===== config.mk =====
export PLATFORM = sky130hd
export DESIGN_NAME = joystick_rate_integrator_flat
export DESIGN_NICKNAME = d
export VERILOG_FILES = /design/src/rtl/jri_pkg.sv /design/src/rtl/jri_if.sv /design/src/rtl/jri_regs.sv /design/src/rtl/jri_div.sv /design/src/rtl/joystick_rate_integrator.sv /design/src/flat_wrapper.sv
export SDC_FILE = /design/constraint.sdc
export NUM_CORES = 1
export LEC_CHECK = 0
export ABC_AREA = 1
export BUFFER_PORTS_ARGS = -buffer_cell sky130_fd_sc_hd__buf_2
export CORE_MARGIN = 10
export CORE_UTILIZATION = 25
export CTS_CLUSTER_SIZE = 25
export DETAILED_ROUTE_END_ITERATION = 8
export PLACE_DENSITY_LB_ADDON = 0.2
export SETUP_SLACK_MARGIN = 0.02
export SYNTH_ARGS = -nofsm -noshare
export SYNTH_HDL_FRONTEND = slang
export SYNTH_SLANG_ARGS = --single-unit

===== constraint.sdc =====
create_clock -name clk_i -period 18.6 [get_ports clk_i]
set_input_delay 1.86 -clock clk_i [delete_from_list [all_inputs] [get_ports clk_i]]
set_output_delay 1.86 -clock clk_i [all_outputs]
set_load 0.02 [all_outputs]

===== src/rtl/jri_pkg.sv =====
// jri_pkg: shared constants, register codes and types of the joystick rate integrator
// no dependencies; imported by jri_if, jri_regs and the top level
`timescale 1ns / 1ps

package jri_pkg;

  // default parameter values
  localparam int DefChannels   = 4;
  localparam int DefSampleBits = 10;

  // fixed field widths
  localparam int LaneW     = 16;  // one channel's lane in a 64-bit table
  localparam int TableW    = 64;
  localparam int DeadbandW = 9;
  localparam int InvertW   = 4;
  localparam int ChanW     = 2;
  localparam int PosW      = 32;  // signed Q16.16 position
  localparam int SumW      = PosW + 2;
  localparam int CfgIdxW   = 3;
  localparam int CfgDataW  = 64;

  // configuration register indexes
  localparam logic [CfgIdxW-1:0] RegDeadband  = 3'd0;
  localparam logic [CfgIdxW-1:0] RegStepTable = 3'd1;
  localparam logic [CfgIdxW-1:0] RegLowLimit  = 3'd2;
  localparam logic [CfgIdxW-1:0] RegHighLimit = 3'd3;
  localparam logic [CfgIdxW-1:0] RegInvert    = 3'd4;

  // request opcodes
  localparam logic OpSample = 1'b0;
  localparam logic OpZero   = 1'b1;

  // register values after reset
  localparam logic [DeadbandW-1:0] RstDeadband  = 9'd0;
  localparam logic [TableW-1:0]    RstStepTable = 64'd5534107667397623808;
  localparam logic [TableW-1:0]    RstLowLimit  = 64'd281346127757313;
  localparam logic [TableW-1:0]    RstHighLimit = 64'd28147626532537020;
  localparam logic [InvertW-1:0]   RstInvert    = 4'd5;

  // configuration seen by the datapath
  typedef struct packed {
    logic [DeadbandW-1:0] deadband;
    logic [TableW-1:0]    step_table;
    logic [TableW-1:0]    low_limit_table;
    logic [TableW-1:0]    high_limit_table;
    logic [InvertW-1:0]   invert_mask;
  } cfg_t;

endpackage


===== src/rtl/jri_if.sv =====
// jri_if: valid/ready channel interfaces for samples, results and configuration writes
// depends on jri_pkg
`timescale 1ns / 1ps

interface jri_in_if #(
  parameter int SAMPLE_BITS = jri_pkg::DefSampleBits
);
  import jri_pkg::*;

  logic                    valid;
  logic                    ready;
  logic                    op;
  logic [ChanW-1:0]        channel_select;
  logic [SAMPLE_BITS-1:0]  sample;

  modport source (output valid, op, channel_select, sample, input ready);
  modport sink (input valid, op, channel_select, sample, output ready);
endinterface

interface jri_out_if;
  import jri_pkg::*;

  logic                   valid;
  logic                   ready;
  logic [ChanW-1:0]       out_channel;
  logic signed [PosW-1:0] position;

  modport source (output valid, out_channel, position, input ready);
  modport sink (input valid, out_channel, position, output ready);
endinterface

interface jri_cfg_if;
  import jri_pkg::*;

  logic                valid;
  logic                ready;
  logic [CfgIdxW-1:0]  index;
  logic [CfgDataW-1:0] data;

  modport source (output valid, index, data, input ready);
  modport sink (input valid, index, data, output ready);
endinterface


===== src/rtl/jri_regs.sv =====
// jri_regs: configuration register file written through the configuration channel
// depends on jri_pkg and jri_if
`timescale 1ns / 1ps

module jri_regs (
  input  logic           clk_i,
  input  logic           rst_ni,
  jri_cfg_if.sink        cfg_chan,
  output jri_pkg::cfg_t  cfg_o
);
  import jri_pkg::*;

  cfg_t cfg_q;

  // writes are always taken
  assign cfg_chan.ready = 1'b1;
  assign cfg_o          = cfg_q;

  // register write decode
  always_ff @(posedge clk_i or negedge rst_ni) begin
    if (!rst_ni) begin
      cfg_q.deadband         <= RstDeadband;
      cfg_q.step_table       <= RstStepTable;
      cfg_q.low_limit_table  <= RstLowLimit;
      cfg_q.high_limit_table <= RstHighLimit;
      cfg_q.invert_mask      <= RstInvert;
    end else if (cfg_chan.valid) begin
      case (cfg_chan.index)
        RegDeadband:  cfg_q.deadband         <= cfg_chan.data[DeadbandW-1:0];
        RegStepTable: cfg_q.step_table       <= cfg_chan.data[TableW-1:0];
        RegLowLimit:  cfg_q.low_limit_table  <= cfg_chan.data[TableW-1:0];
        RegHighLimit: cfg_q.high_limit_table <= cfg_chan.data[TableW-1:0];
        RegInvert:    cfg_q.invert_mask      <= cfg_chan.data[InvertW-1:0];
        default: ;
      endcase
    end
  end

endmodule


===== src/rtl/jri_div.sv =====
// jri_div: restoring serial divider, one quotient bit per cycle
// depends on jri_pkg only for the file order; no imports needed
`timescale 1ns / 1ps

module jri_div #(
  parameter int NUM_W = 26,
  parameter int DEN_W = 10
) (
  input  logic             clk_i,
  input  logic             rst_ni,
  input  logic             start_i,
  input  logic [NUM_W-1:0] dividend_i,
  input  logic [DEN_W-1:0] divisor_i,
  output logic             done_o,
  output logic [NUM_W-1:0] quotient_o
);

  localparam int CntW = $clog2(NUM_W + 1);

  logic [NUM_W-1:0] quo_q, quo_d;
  logic [DEN_W-1:0] rem_q, rem_d;
  logic [DEN_W-1:0] den_q;
  logic [CntW-1:0]  cnt_q, cnt_d;
  logic             busy_q, busy_d;
  logic             done_q, done_d;
  logic [DEN_W:0]   shifted;
  logic [DEN_W:0]   diff;
  logic             fits;

  // one restoring step: bring down the next dividend bit
  always_comb begin
    shifted = {rem_q, quo_q[NUM_W-1]};
    diff    = shifted - {1'b0, den_q};
    fits    = shifted >= {1'b0, den_q};
    rem_d   = fits ? diff[DEN_W-1:0] : shifted[DEN_W-1:0];
    quo_d   = {quo_q[NUM_W-2:0], fits};
  end

  // sequencing of the iterations
  always_comb begin
    busy_d = busy_q;
    cnt_d  = cnt_q;
    done_d = 1'b0;
    if (start_i) begin
      busy_d = 1'b1;
      cnt_d  = CntW'(NUM_W);
    end else if (busy_q) begin
      cnt_d = cnt_q - 1'b1;
      if (cnt_q == CntW'(1)) begin
        busy_d = 1'b0;
        done_d = 1'b1;
      end
    end
  end

  always_ff @(posedge clk_i or negedge rst_ni) begin
    if (!rst_ni) begin
      busy_q <= 1'b0;
      done_q <= 1'b0;
      cnt_q  <= '0;
    end else begin
      busy_q <= busy_d;
      done_q <= done_d;
      cnt_q  <= cnt_d;
    end
  end

  // datapath registers
  always_ff @(posedge clk_i) begin
    if (start_i) begin
      quo_q <= dividend_i;
      rem_q <= '0;
      den_q <= divisor_i;
    end else if (busy_q) begin
      quo_q <= quo_d;
      rem_q <= rem_d;
    end
  end

  assign done_o     = done_q;
  assign quotient_o = quo_q;

endmodule


===== src/rtl/joystick_rate_integrator.sv =====
// joystick_rate_integrator: top level, sequencer, channel positions and result register
// depends on jri_pkg, jri_if, jri_regs and jri_div
`timescale 1ns / 1ps

// Usage:
// in_chan carries requests: op, channel_select and a raw stick reading.
// A sample request moves the selected channel's Q16.16 position by the
// deadband-shaped, step-scaled increment, clips it to the channel limits and
// returns one result (out_channel, position) on out_chan. A zero request
// clears every position at once and returns nothing. A sample for a channel
// number at or above CHANNELS returns nothing and changes no position.
// cfg_chan writes the five configuration registers and is always ready; the
// user must see that it is written only while no request is in flight; the
// block does not enforce this. A sample request passes through the prepare,
// divide, sum and clip steps; the serial divider produces one quotient bit
// per cycle over SAMPLE_BITS + 16 bits. in_chan is not ready while a sample
// is in flight, so a new sample is taken only once the last has left the
// clip step; a zero request leaves in_chan ready.
// A finished result waits in the output register; if out_chan stalls, the
// next result holds in the clip step until the register frees.
// Reset clears all positions, loads the register defaults and empties the
// output register.

module joystick_rate_integrator #(
  parameter int CHANNELS    = jri_pkg::DefChannels,
  parameter int SAMPLE_BITS = jri_pkg::DefSampleBits
) (
  input  logic     clk_i,
  input  logic     rst_ni,
  jri_in_if.sink   in_chan,
  jri_out_if.source out_chan,
  jri_cfg_if.sink  cfg_chan
);
  import jri_pkg::*;

  localparam int FullScale = 2 ** SAMPLE_BITS - 1;
  localparam int Center    = FullScale / 2;
  localparam int CmpW      = SAMPLE_BITS + 2;
  localparam int ProdW     = SAMPLE_BITS + LaneW;
  localparam int LaneSelW  = $clog2(TableW);

  // sequencer states
  localparam logic [2:0] StIdle = 3'd0;
  localparam logic [2:0] StPrep = 3'd1;
  localparam logic [2:0] StDiv  = 3'd2;
  localparam logic [2:0] StSum  = 3'd3;
  localparam logic [2:0] StClip = 3'd4;

  cfg_t cfg;

  logic [2:0]                  state_q, state_d;
  logic [ChanW-1:0]            ch_q;
  logic [SAMPLE_BITS-1:0]      num_q, num_d;
  logic [SAMPLE_BITS-1:0]      den_q, den_d;
  logic                        neg_q, neg_d;
  logic signed [SumW-1:0]      sum_q;
  logic signed [PosW-1:0]      pos_q [CHANNELS];
  logic                        out_valid_q;
  logic [ChanW-1:0]            out_channel_q;
  logic signed [PosW-1:0]      position_q;

  logic                        in_acc;
  logic                        ch_ok;
  logic [CmpW-1:0]             raw_w, db_w, ctr_w;
  logic [CmpW-1:0]             num_above, den_above, num_below;
  logic                        above, below;
  logic [LaneSelW-1:0]         lane_base;
  logic [LaneW-1:0]            step_lane, lo_lane, hi_lane;
  logic signed [SumW-1:0]      lo_q16, hi_q16;
  logic signed [SumW-1:0]      inc, pos_ext;
  logic signed [PosW-1:0]      pos_sel;
  logic signed [SumW-1:0]      clip_val;
  logic [ProdW-1:0]            product;
  logic                        div_start, div_done;
  logic [ProdW-1:0]            quotient;
  logic                        out_load;
  logic                        all_zero;

  jri_regs u_regs (
    .clk_i,
    .rst_ni,
    .cfg_chan,
    .cfg_o (cfg)
  );

  // request handshake
  assign in_chan.ready = (state_q == StIdle);
  assign in_acc        = in_chan.valid && in_chan.ready;
  assign ch_ok         = int'(in_chan.channel_select) < CHANNELS;

  // dead zone classification of the incoming reading
  always_comb begin
    raw_w     = CmpW'(in_chan.sample);
    db_w      = CmpW'(cfg.deadband);
    ctr_w     = CmpW'(Center);
    above     = raw_w > (ctr_w + db_w);
    below     = (raw_w + db_w) < ctr_w;
    num_above = raw_w - ctr_w - db_w;
    den_above = CmpW'(FullScale) - ctr_w - db_w;
    num_below = ctr_w - raw_w;
    if (above) begin
      num_d = num_above[SAMPLE_BITS-1:0];
      den_d = den_above[SAMPLE_BITS-1:0];
    end else if (below) begin
      num_d = num_below[SAMPLE_BITS-1:0];
      den_d = SAMPLE_BITS'(Center);
    end else begin
      num_d = '0;
      den_d = SAMPLE_BITS'(Center);
    end
    neg_d = below ^ cfg.invert_mask[in_chan.channel_select];
  end

  // per-channel table lanes
  always_comb begin
    lane_base = LaneSelW'({ch_q, 4'b0000});
    step_lane = cfg.step_table[lane_base +: LaneW];
    lo_lane   = cfg.low_limit_table[lane_base +: LaneW];
    hi_lane   = cfg.high_limit_table[lane_base +: LaneW];
    lo_q16    = {{(SumW - PosW){lo_lane[LaneW-1]}}, lo_lane, 16'h0000};
    hi_q16    = {{(SumW - PosW){hi_lane[LaneW-1]}}, hi_lane, 16'h0000};
  end

  // selected channel's position
  always_comb begin
    pos_sel = '0;
    for (int i = 0; i < CHANNELS; i++) begin
      if (int'(ch_q) == i) pos_sel = pos_q[i];
    end
    pos_ext = SumW'(pos_sel);
  end

  // scaled numerator goes straight into the divider's dividend register
  assign product   = ProdW'(num_q) * ProdW'(step_lane);
  assign div_start = (state_q == StPrep);

  jri_div #(
    .NUM_W (ProdW),
    .DEN_W (SAMPLE_BITS)
  ) u_div (
    .clk_i,
    .rst_ni,
    .start_i    (div_start),
    .dividend_i (product),
    .divisor_i  (den_q),
    .done_o     (div_done),
    .quotient_o (quotient)
  );

  // signed increment, truncated toward zero
  assign inc = neg_q ? -$signed(SumW'(quotient)) : $signed(SumW'(quotient));

  // clip to the channel limits
  always_comb begin
    if (sum_q < lo_q16) clip_val = lo_q16;
    else if (sum_q > hi_q16) clip_val = hi_q16;
    else clip_val = sum_q;
  end

  assign out_load = (state_q == StClip) && (!out_valid_q || out_chan.ready);

  // sequencer
  always_comb begin
    state_d = state_q;
    case (state_q)
      StIdle: if (in_acc && in_chan.op == OpSample && ch_ok) state_d = StPrep;
      StPrep: state_d = StDiv;
      StDiv:  if (div_done) state_d = StSum;
      StSum:  state_d = StClip;
      StClip: if (out_load) state_d = StIdle;
      default: state_d = StIdle;
    endcase
  end

  always_ff @(posedge clk_i or negedge rst_ni) begin
    if (!rst_ni) state_q <= StIdle;
    else state_q <= state_d;
  end

  // request capture and running sum
  always_ff @(posedge clk_i) begin
    if (in_acc) begin
      ch_q  <= in_chan.channel_select;
      num_q <= num_d;
      den_q <= den_d;
      neg_q <= neg_d;
    end
    if (state_q == StDiv && div_done) sum_q <= pos_ext + inc;
  end

  // channel positions
  always_ff @(posedge clk_i or negedge rst_ni) begin
    if (!rst_ni) begin
      for (int i = 0; i < CHANNELS; i++) pos_q[i] <= '0;
    end else if (in_acc && in_chan.op == OpZero) begin
      for (int i = 0; i < CHANNELS; i++) pos_q[i] <= '0;
    end else if (out_load) begin
      for (int i = 0; i < CHANNELS; i++) begin
        if (int'(ch_q) == i) pos_q[i] <= clip_val[PosW-1:0];
      end
    end
  end

  // result register
  always_ff @(posedge clk_i or negedge rst_ni) begin
    if (!rst_ni) out_valid_q <= 1'b0;
    else if (out_load) out_valid_q <= 1'b1;
    else if (out_chan.ready) out_valid_q <= 1'b0;
  end

  always_ff @(posedge clk_i) begin
    if (out_load) begin
      out_channel_q <= ch_q;
      position_q    <= clip_val[PosW-1:0];
    end
  end

  assign out_chan.valid       = out_valid_q;
  assign out_chan.out_channel = out_channel_q;
  assign out_chan.position    = position_q;

  // every position is zero
  always_comb begin
    all_zero = 1'b1;
    for (int i = 0; i < CHANNELS; i++) begin
      if (pos_q[i] != '0) all_zero = 1'b0;
    end
  end

  // no new request while a sample is in flight
  a_busy_not_ready: assert property (@(posedge clk_i) disable iff (!rst_ni)
    (state_q != StIdle) |-> !in_chan.ready)
    else $error("request taken while busy");

  // divider finishes only while the sequencer waits for it
  a_div_done_state: assert property (@(posedge clk_i) disable iff (!rst_ni)
    div_done |-> (state_q == StDiv))
    else $error("divider done outside divide step");

  // a zero request clears all positions
  a_zero_clears: assert property (@(posedge clk_i) disable iff (!rst_ni)
    (in_acc && in_chan.op == OpZero) |=> all_zero)
    else $error("positions not cleared");

  // a result with ordered limits lies within them
  a_clip_bounds: assert property (@(posedge clk_i) disable iff (!rst_ni)
    (out_load && lo_q16 <= hi_q16) |=>
      (SumW'(position_q) >= $past(lo_q16) && SumW'(position_q) <= $past(hi_q16)))
    else $error("result outside channel limits");

endmodule

===== src/flat_wrapper.sv =====
// flat-port wrapper written by rule: the top's interface ports become plain ports
module joystick_rate_integrator_flat import jri_pkg::*;
#(
  parameter int CHANNELS    = jri_pkg::DefChannels,
  parameter int SAMPLE_BITS = jri_pkg::DefSampleBits
)
  (clk_i, rst_ni, in_chan_valid, in_chan_op, in_chan_channel_select, in_chan_sample, in_chan_ready, out_chan_valid, out_chan_out_channel, out_chan_position, out_chan_ready, cfg_chan_valid, cfg_chan_index, cfg_chan_data, cfg_chan_ready);
  jri_in_if #(.SAMPLE_BITS(SAMPLE_BITS)) in_chan_i ();
  jri_out_if out_chan_i ();
  jri_cfg_if cfg_chan_i ();
  input  logic clk_i;
  input  logic rst_ni;
  input wire logic [$bits(in_chan_i.valid)-1:0] in_chan_valid;
  input wire logic [$bits(in_chan_i.op)-1:0] in_chan_op;
  input wire logic [$bits(in_chan_i.channel_select)-1:0] in_chan_channel_select;
  input wire logic [$bits(in_chan_i.sample)-1:0] in_chan_sample;
  output wire logic [$bits(in_chan_i.ready)-1:0] in_chan_ready;
  output wire logic [$bits(out_chan_i.valid)-1:0] out_chan_valid;
  output wire logic [$bits(out_chan_i.out_channel)-1:0] out_chan_out_channel;
  output wire logic [$bits(out_chan_i.position)-1:0] out_chan_position;
  input wire logic [$bits(out_chan_i.ready)-1:0] out_chan_ready;
  input wire logic [$bits(cfg_chan_i.valid)-1:0] cfg_chan_valid;
  input wire logic [$bits(cfg_chan_i.index)-1:0] cfg_chan_index;
  input wire logic [$bits(cfg_chan_i.data)-1:0] cfg_chan_data;
  output wire logic [$bits(cfg_chan_i.ready)-1:0] cfg_chan_ready;
  assign in_chan_i.valid = in_chan_valid;
  assign in_chan_i.op = in_chan_op;
  assign in_chan_i.channel_select = in_chan_channel_select;
  assign in_chan_i.sample = in_chan_sample;
  assign in_chan_ready = in_chan_i.ready;
  assign out_chan_valid = out_chan_i.valid;
  assign out_chan_out_channel = out_chan_i.out_channel;
  assign out_chan_position = out_chan_i.position;
  assign out_chan_i.ready = out_chan_ready;
  assign cfg_chan_i.valid = cfg_chan_valid;
  assign cfg_chan_i.index = cfg_chan_index;
  assign cfg_chan_i.data = cfg_chan_data;
  assign cfg_chan_ready = cfg_chan_i.ready;
  joystick_rate_integrator #(.CHANNELS(CHANNELS), .SAMPLE_BITS(SAMPLE_BITS)) u_core (.clk_i(clk_i), .rst_ni(rst_ni), .in_chan(in_chan_i), .out_chan(out_chan_i), .cfg_chan(cfg_chan_i));
endmodule

==> results of run 1 <==
==> state kept, by name, summed over array words and instances (netlist names) <==
name	flops
u_core.u_regs.cfg_o	205
u_core.pos_q	128
u_core.sum_q	34
u_core.out_chan.position	32
u_core.u_div.quotient_o	26
u_core.den_q	10
u_core.num_q	10
u_core.u_div.den_q	10
u_core.u_div.rem_q	10
u_core.u_div.cnt_q	5
u_core.state_q	3
u_core.ch_q	2
u_core.out_chan.out_channel	2
u_core.neg_q	1
u_core.out_chan.valid	1
u_core.u_div.busy_q	1
u_core.u_div.done_o	1
==> layout make-up <==
cell class	instances	area, µm²
clock buffers	84	1730
clock inverters	27	325
well taps	1637	2050
repair buffers	144	791
flip-flops and latches	481	12700
multi-input cells	2613	16200
inverters	422	1590
fillers	13400	88100
==> placed cells by master (no fill, tap or decap), types with 11 or more instances in the layout <==
master     instances
nor2_4            11
a21o_1            15
a22o_1            11
and2_1            29
or2_2             21
a221oi_1          14
o21ai_1           26
a21oi_1           98
buf_2            119
clkbuf_1          12
a31oi_1           18
xnor2_1           19
nand3_1          103
nand2_2           21
dfrtp_1          292
nand2_4           12
dfstp_2           52
edfxtp_1         127
inv_1            405
buf_4             24
xor2_1            61
o21ai_2           40
o21ai_0          318
nor3_1            23
a22oi_1           63
nand2_1          981
fa_1             114
o21bai_1          17
nor2_1           229
ha_1             179
clkinv_2          12
clkbuf_16         62
nand4_1          120
==> per-layer routing <==
layer,share of wire (%),global-route usage [%],vias up
li1,-,-,12200
met1,49,21.1,12000
met2,46,23.8,488
met3,4.0,1.96,104
met4,1.7,3.15,0
met5,0,0,-
==> through the flow <==
stage | utilization (%) | cells | setup WS [ns]
final | 28.6 | 5408 | 11.16
after global routing | 28.6 | 5408 | 10.63
after CTS | 28.6 | 5408 | 11.13
after detailed placement | 27.0 | 5297 | 11.18
after global placement | 27.0 | 5297 | 11.25
after floorplan | - | 3660 | 12.52
==> power by group <==
group / switching (µW) / internal [µW]
sequential: 210 / 1490
clock: 505 / 710
combinational: 2920 / 1480
total: 3640 / 3680
==> how the worst max path moves through the flow <==
stage	from	end	slack, ns	cells after the start
floorplan	u_core.ch_q[1]	u_core.u_div.quotient_o[14]	12.52	27
global placement	u_core.ch_q[0]	u_core.u_div.quotient_o[17]	11.25	25
detailed placement	u_core.ch_q[0]	u_core.u_div.quotient_o[17]	11.18	25
CTS	u_core.ch_q[0]	u_core.u_div.quotient_o[17]	11.13	25
global route	u_core.ch_q[0]	u_core.u_div.quotient_o[18]	10.63	24
finish	u_core.ch_q[0]	u_core.u_div.quotient_o[17]	11.16	25
==> cells by family after synthesis <==
kind of cell	after synthesis	share of synthesized area [%]
other	1	0.0121
AND/OR/NAND/NOR	1581	22.5
AO/OA/AOI/OAI	658	12.6
adder cells (fa/ha/maj)	293	14.6
buffers and inverters	566	7.17
XOR/XNOR	80	2.26
flip-flops	481	40.9
==> worst max-delay path, cell delays in order, from the launching register on <==
cell and delay [ns]:
edfxtp_1 0.50, inv_2 0.20, nand2_1 0.13, inv_2 0.43, buf_4 0.69, a22oi_1 0.13, and2_1 0.23, inv_1 0.23
nand2_1 0.11, fa_1 0.50, inv_1 0.05, fa_1 0.51, fa_1 0.43, fa_1 0.54, inv_1 0.05, fa_1 0.52
inv_1 0.04, ha_1 0.36, a21oi_1 0.22, a21boi_0 0.35, nand2_1 0.13, a31oi_1 0.20, o21bai_1 0.13, or2_2 0.29
nand3_1 0.07, nand2_1 0.05
==> flow_summary.yaml, run 1 <==
outcome:
  status: "finished, final reports clean"
detailed_routing:
  viasPerCell: 4.59
  vias: 24800
  drt-total-wl_mm: 103
  drtIter0Drc: 1823
  drtAntennaViolNets: 0
  first_pass_iters: 5
  wl_per_cell_um: 19.1
  drc: 0
yosys:
  synthCells: 3660
  yosys_most_used_dff: "dfrtp_1"
  ys_top_cells_by_area: "dfrtp_1, edfxtp_1, nand2_1"
  postSynthAreaPerCell_um2: 8.48
  yosysMostFrequentCell: "nand2_1"
  synthesis.area_um2: 31000
  synth_nets: 4038
  yosys_register_bits: 481
  yosys.area.top_type: "dfrtp_1"
  synthTopCellsByCount: "nand2_1, inv_1, o21ai_0, dfrtp_1, nor2_1"
  ys_warn_count: 0
  ys_types: 61
  ys_async_sr_fraction_pct: 71.5
  synth_top_area_share_pct: 23.6
  yosysSeqAreaShare_pct: 40.9
  synth_edf_count: 127
timing:
  fin_hold_ws_ns: 0.407
  maxSlewHeadroom_pct: 8.33
  fin_tns_setup_ns: 0
  tightest_slew_ns: 1.38
  fin_crit_ns: 7.44
  rsz0062_at_grt: "no"
  maxClockFrequency_mhz: 134
  period_share_pct: 40.0
  setup_viol: 0
  finalMaxSlewViolations: 0
  fin_skew_ns: 0.0531
  hold_viol: 0
worst_setup_path:
  cp_max_fo: 54
  worst-setup-path-type: "reg -> reg"
  endpoint_kind: "flip-flop"
  critPathRequiredTime_ns: 19.03
  rr_startpoint: "u_core.ch_q[0]"
  r2r_cells: 25
  crit_arrival_ns: 7.86
  reg2reg_slack_ns: 11.16
  startpoint_type: "flip-flop"
  r2r_end: "u_core.u_div.quotient_o[17]"
clock_tree:
  cts.htree.levels: 2
  cts.repair.resized: 0
  cts.clk_slew.worst_paths_ns: 0.06
  cts_root_buf: "clkbuf_16"
  clock-sinks: 481
  numCtsBuffers: 59
  clkLatencyLatePin_ns: 0.69
  cts_setup_buffers: 0
  cts_buffer_depth: 3
  cts_tree: "built"
  ctsHoldBuffers: 0
placement:
  dpl.hpwl_mm: 78.3
  place.gp.congestion: 0.871
  port_buffers: 120
  postPlaceCellArea_um2: 33300
min_path:
  min_from: "u_core.den_q[3]"
  min_path_cells: 0
  min_path_type: "reg -> reg"
  worstHoldEndpoint: "u_core.u_div.den_q[3]"
pwr:
  p_per_area_nw_per_um2: 207
  p_total_uw: 7320
  peakVddDrop_mv: 0.158
  p_leak_uw: 0.0168
finish:
  nNetsFinal: 4099
  area_delta_synth_final_pct: 14.0
  antenna-diode-count: 0
  design_area_um2: 35400
  drive_above_1_share_pct: 11.5
global_routing:
  grt_pass1_wl_mm: 159
  grt_max_degree: 103
  antenna_found_initial: 1
  grt_overflow: 0
  grt_pass1_vias: 24900
  grt.total_usage_pct: 14.8
floorplanning:
  die_w_um: 372
  rows: 129
  initial_core_util_pct: 25.1
  die_area_um2: 139000
  die_y_um: 372
  io_pins: 122
  core-area_um2: 123000
run:
  maxCapViolations: 0
Note: power is estimated with default switching activity, not from simulation.
==> inputs of run 2 (changes only) <==
Clock period 18.6 ns to 6.6 ns, I/O delays scaled along.
==> run 2 against run 1 <==
  * Power rose to 2.9 times the previous value
  * Non-clock buffer count rose by 64
  * Worst hold slack worse by 0.12 ns
  * Clock power increased to 2.8 times the previous value
  * Global-route usage is 0.21 points higher
  * Worst setup slack got worse by 11 ns
  * Via count increased by 1.2%
  * Critical endpoint is now u_core.u_div.quotient_o[12]
  * Largest cell class unchanged
  * Highest routed layer unchanged
==> flow_summary.yaml, run 2 (synthesized netlist as in run 1, its figures left out) <==
placement:
  place.gp.congestion: 0.901
  postPlaceCellArea_um2: 33700
  dp_cells: 5345
  dpl.hpwl_mm: 79.5
  port_buffers: 120
  dp_slack_ns: 0.238
worst_setup_path:
  critical-path-top-delay-family: "adder cells"
  endpoint_kind: "flip-flop"
  crit_chain: "buf_4 -> nor2_4 -> buf_4 -> a22oi_1 -> inv_1 -> a221oi_2 -> inv_1 -> nand2_1 -> fa_1 -> inv_1 -> fa_1 -> fa_1 -> fa_1 -> inv_1 -> fa_1 -> inv_1 -> ha_1 -> a21o_1 -> a31oi_1 -> nand2_1 -> a31oi_2 -> xor2_2 -> o21ai_0"
  crit_arrival_ns: 6.71
  worst-setup-path-type: "reg -> reg"
  critPathRequiredTime_ns: 7.01
  cp_slowest_cell: "edfxtp_1"
  path_buf_inv: 7
  startpoint_type: "flip-flop"
  cp_max_fo: 8
  slowest_delay_ns: 0.60
clock_tree:
  clock-sinks: 481
  cts_tree: "built"
  cts.clk_slew.worst_paths_ns: 0.06
  cts_root_buf: "clkbuf_16"
  cts_buffer_depth: 3
  cts.htree.levels: 2
  clkLatencyLatePin_ns: 0.67
  numCtsBuffers: 58
timing:
  period_share_pct: 95.5
  fin_ws_ns: 0.300
  maxSlewHeadroom_pct: 19.0
  fin_hold_ws_ns: 0.285
  hold_viol: 0
  finalMaxSlewViolations: 0
  fin_crit_ns: 6.30
  setup_viol: 0
  maxClockFrequency_mhz: 159
  fin_skew_ns: 0.0267
  tightest_slew_ns: 1.21
  rsz0062_at_grt: "yes"
global_routing:
  grt.total_usage_pct: 15.0
  grt_max_degree: 130
  grt_overflow: 0
  antenna_found_initial: 1
  grt_pass1_vias: 25100
  grt_pass1_wl_mm: 161
finish:
  final_common_cell: "nand2_1"
  nNetsFinal: 4163
  largest_reg_flops: 205
  final_cell_mix: "nand2_1, inv_1, o21ai_0"
  design_area_um2: 35900
  final_cells: 5472
  antenna-diode-count: 0
  drive_above_1_share_pct: 13.2
  area_delta_synth_final_pct: 15.7
  nFillCells: 13400
detailed_routing:
  viasPerCell: 4.59
  first_pass_iters: 5
  vias: 25100
  drt-total-wl_mm: 105
  drtIter0Drc: 1980
  drc: 0
  drtAntennaViolNets: 0
  wl_per_cell_um: 19.2
min_path:
  min_path_type: "in -> reg"
pwr:
  peakVddDrop_mv: 0.553
  p_per_area_nw_per_um2: 596
  p_leak_uw: 0.0171
outcome:
  status: "finished, final reports clean"
floorplanning:
  rows: 129
  die_area_um2: 139000
  die_w_um: 372
  die_y_um: 372
  io_pins: 122
  initial_core_util_pct: 25.1
  core-area_um2: 123000
run:
  maxCapViolations: 0
==> run 2: final timing paths <==
| check | from | endpoint | slack (ns) | depth (start not counted) |
|---|---|---|---|---|
| setup reg to reg | u_core.ch_q[1] | u_core.u_div.quotient_o[12] | 0.30 | 23 |
| hold reg to reg | u_core.den_q[6] | u_core.u_div.den_q[6] | 0.42 | 0 |
| hold / removal | cfg_chan_data[36] | u_core.u_regs.cfg_o[40] | 0.28 | 3 |
| min in group asynchronous | rst_ni | u_core.pos_q[53] | 0.58 | 2 |
| max in group asynchronous | rst_ni | u_core.u_regs.cfg_o[130] | 4.31 | 4 |
| setup / recovery | u_core.ch_q[1] | u_core.u_div.quotient_o[12] | 0.30 | 23 |
==> run 2: tightest hold or removal path, stage by stage <==
cell	delay, ns
buf_2	0.10
inv_1	0.09
o21ai_0	0.09
==> run 2: report_power, final <==
group	switching, µW	internal [µW]	total, µW
Clock	1390	1980	3370
Sequential	584	4190	4780
Combinational	8640	4610	13200
==> run 2: area by class of cell <==
type	count	area, µm²	share of cell area, %
Timing Repair Buffer	208	1300	3.62
Inverter	422	1590	4.43
Clock buffer	84	1690	4.71
Tap cell	1637	2050	5.71
Sequential cell	481	12700	35.3
Clock inverter	26	319	0.889
Multi-Input combinational cell	2614	16300	45.3
==> run 2: what timing repair did <==
item | 4_1_cts | 5_1_grt
hold endpoints to repair | 47 | 0
resized for setup | 0 | 17
setup buffers | 0 | 15
endpoints found under the setup margin | 0 | 13
hold buffers | 1 | 0
==> run 2: routing by layer <==
| layer | GRT usage, % | wire (µm) | vias up |
|---|---|---|---|
| met1 | 21.3 | 51400 | 12200 |
| met4 | 3.10 | 1710 | 0 |
| li1 | - | - | 12300 |
| met2 | 24.1 | 48000 | 479 |
| met5 | 0 | 0 | - |
| met3 | 2.04 | 4050 | 98 |
==> run 2: metrics by stage <==
stage	setup TNS [ns]	power (µW)	utilization (%)
global route	-0.00228	23500	29.1
global placement	0	17900	27.3
finish	0	21400	29.1
detailed placement	0	17800	27.3
floorplan	0	13600	-
CTS	0	21400	28.9
==> inputs of run 3 (changes only) <==
Settings changed: MAX_ROUTING_LAYER set to met4.
==> run 3 against run 2 <==
  * Power shrank 0.36%
  * Combinational power about the same
  * Sequential share of layout area is 0.060 points higher
  * Via count about the same
  * Core utilization is essentially flat
  * Sequential power barely moved
  * Register-to-register slack worse by 0.02 ns
  * Final cell count shrank 0.13%
  * Worst hold slack got worse by 0.0091 ns
  * Fmax shrank 0.37%
  * Critical path type unchanged
  * Largest cell class unchanged
  * Largest power group unchanged
==> flow_summary.yaml, run 3 (synthesized netlist as in run 1, its figures left out) <==
timing:
  hold_viol: 0
  maxClockFrequency_mhz: 158
  tightest_slew_ns: 1.16
  fin_ws_ns: 0.276
  setup_viol: 0
  fin_hold_ws_ns: 0.276
  rsz0062_at_grt: "yes"
  finalMaxSlewViolations: 0
  fin_crit_ns: 6.32
  period_share_pct: 95.8
  maxSlewHeadroom_pct: 22.7
  fin_skew_ns: 0.0280
global_routing:
  antenna_found_initial: 2
  grt_max_degree: 130
  grt_pass1_wl_mm: 161
  grt.total_usage_pct: 15.5
  grt_overflow: 0
  grt_pass1_vias: 25100
finish:
  final_common_cell: "nand2_1"
  antenna-diode-count: 0
  final_cell_mix: "nand2_1, inv_1, o21ai_0"
  post-route-util_pct: 29.0
  design_area_um2: 35800
  drive_above_1_share_pct: 12.9
  largest_reg_flops: 205
  area_delta_synth_final_pct: 15.5
  nNetsFinal: 4156
  final_cells: 5465
clock_tree:
  cts_root_buf: "clkbuf_16"
  clkLatencyLatePin_ns: 0.67
  cts_tree: "built"
  clock-sinks: 481
  cts_buffer_depth: 3
  cts.clk_slew.worst_paths_ns: 0.06
  cts.htree.levels: 2
  numCtsBuffers: 58
placement:
  dp_cells: 5345
  place.gp.congestion: 0.916
  port_buffers: 120
  postPlaceCellArea_um2: 33700
  dp_slack_ns: 0.238
  dpl.hpwl_mm: 79.5
worst_setup_path:
  critPathLaunch: "u_core.ch_q[1]"
  rr_startpoint: "u_core.ch_q[1]"
  crit_arrival_ns: 6.73
  reg2reg_slack_ns: 0.28
  r2r_cells: 23
  endpoint_kind: "flip-flop"
  cp_max_fo: 20
  critPathRequiredTime_ns: 7.01
  worst-setup-path-type: "reg -> reg"
  startpoint_type: "flip-flop"
  r2r_end: "u_core.u_div.quotient_o[12]"
  crit_path_end: "u_core.u_div.quotient_o[12]"
floorplanning:
  die_w_um: 372
  die_area_um2: 139000
  rows: 129
  io_pins: 122
  initial_core_util_pct: 25.1
  die_y_um: 372
  core-area_um2: 123000
detailed_routing:
  drc: 0
  wl_per_cell_um: 19.2
  drtAntennaViolNets: 0
  viasPerCell: 4.60
  wl_met3_mm: 4.25
  drt-total-wl_mm: 105
  met2WireLength_mm: 48.1
  first_pass_iters: 5
  topRoutingLayerUsed: "met4"
  drtIter0Drc: 1911
  vias: 25100
  wl_met1_mm: 51.0
min_path:
  min_path_type: "in -> reg"
run:
  maxCapViolations: 0
outcome:
  status: "finished, final reports clean"
pwr:
  peakVddDrop_mv: 0.552
  p_per_area_nw_per_um2: 595
  p_leak_uw: 0.0171
==> run 3: worst max-delay path, cell delays in order (launching register included) <==
cell	delay (ns)
edfxtp_1	0.49
buf_4	0.20
nor2_4	0.23
buf_12	0.20
a22oi_1	0.07
and2_1	0.23
inv_1	0.10
buf_4	0.14
nand2_1	0.06
fa_1	0.49
inv_1	0.05
fa_1	0.51
fa_1	0.44
fa_1	0.54
inv_1	0.05
fa_1	0.53
inv_1	0.04
ha_1	0.36
a21o_1	0.25
a31oi_1	0.25
nand2_1	0.13
a31oi_2	0.23
xor2_1	0.32
o21ai_0	0.12
==> run 3: how the worst min path moves through the flow <==
stage                      start                      end  slack [ns]  cells after the start
2_1_floorplan             rst_ni    u_core.out_chan.valid        0.36                      0
6_report       cfg_chan_data[36]  u_core.u_regs.cfg_o[40]        0.28                      3
5_1_grt        cfg_chan_data[36]  u_core.u_regs.cfg_o[40]        0.26                      3
3_5_place_dp     u_core.den_q[6]    u_core.u_div.den_q[6]        0.41                      0
3_3_place_gp     u_core.den_q[2]    u_core.u_div.den_q[2]        0.40                      0
4_1_cts           out_chan_ready    u_core.out_chan.valid        0.23                      4
==> run 3: per-layer routing <==
metal	GRT usage, %	vias to the layer above
met5	-	-
met4	3.07	0
met3	1.87	99
met2	24.2	542
met1	21.4	12200
li1	-	12300
==> run 3: power by group <==
| part | switching, µW | internal [µW] | total (µW) |
|---|---|---|---|
| Sequential | 585 | 4190 | 4780 |
| Combinational | 8610 | 4570 | 13200 |
| Clock | 1380 | 1980 | 3370 |
==> run 3: cell type report <==
class	count	area, µm²
fillers	13400	87600
well taps	1637	2050
repair buffers	202	1270
flip-flops and latches	481	12700
clock inverters	26	319
inverters	422	1590
clock buffers	84	1690
multi-input cells	2613	16200
==> run 3: timing repair <==
| action | 4_1_cts | 5_1_grt |
|---|---|---|
| endpoints found under the hold margin | 47 | 0 |
| setup endpoints to repair | 0 | 13 |
| buffers inserted | 0 | 9 |
| resized for setup | 0 | 11 |
| hold buffers | 1 | 0 |
==> run 3: through the flow <==
| stage | total power [µW] | TNS, ns |
|---|---|---|
| 2_1_floorplan | 13600 | 0 |
| 3_3_place_gp | 17900 | 0 |
| 3_5_place_dp | 17800 | 0 |
| 4_1_cts | 21400 | 0 |
| 5_1_grt | 23400 | -0.00566 |
| 6_report | 21300 | 0 |
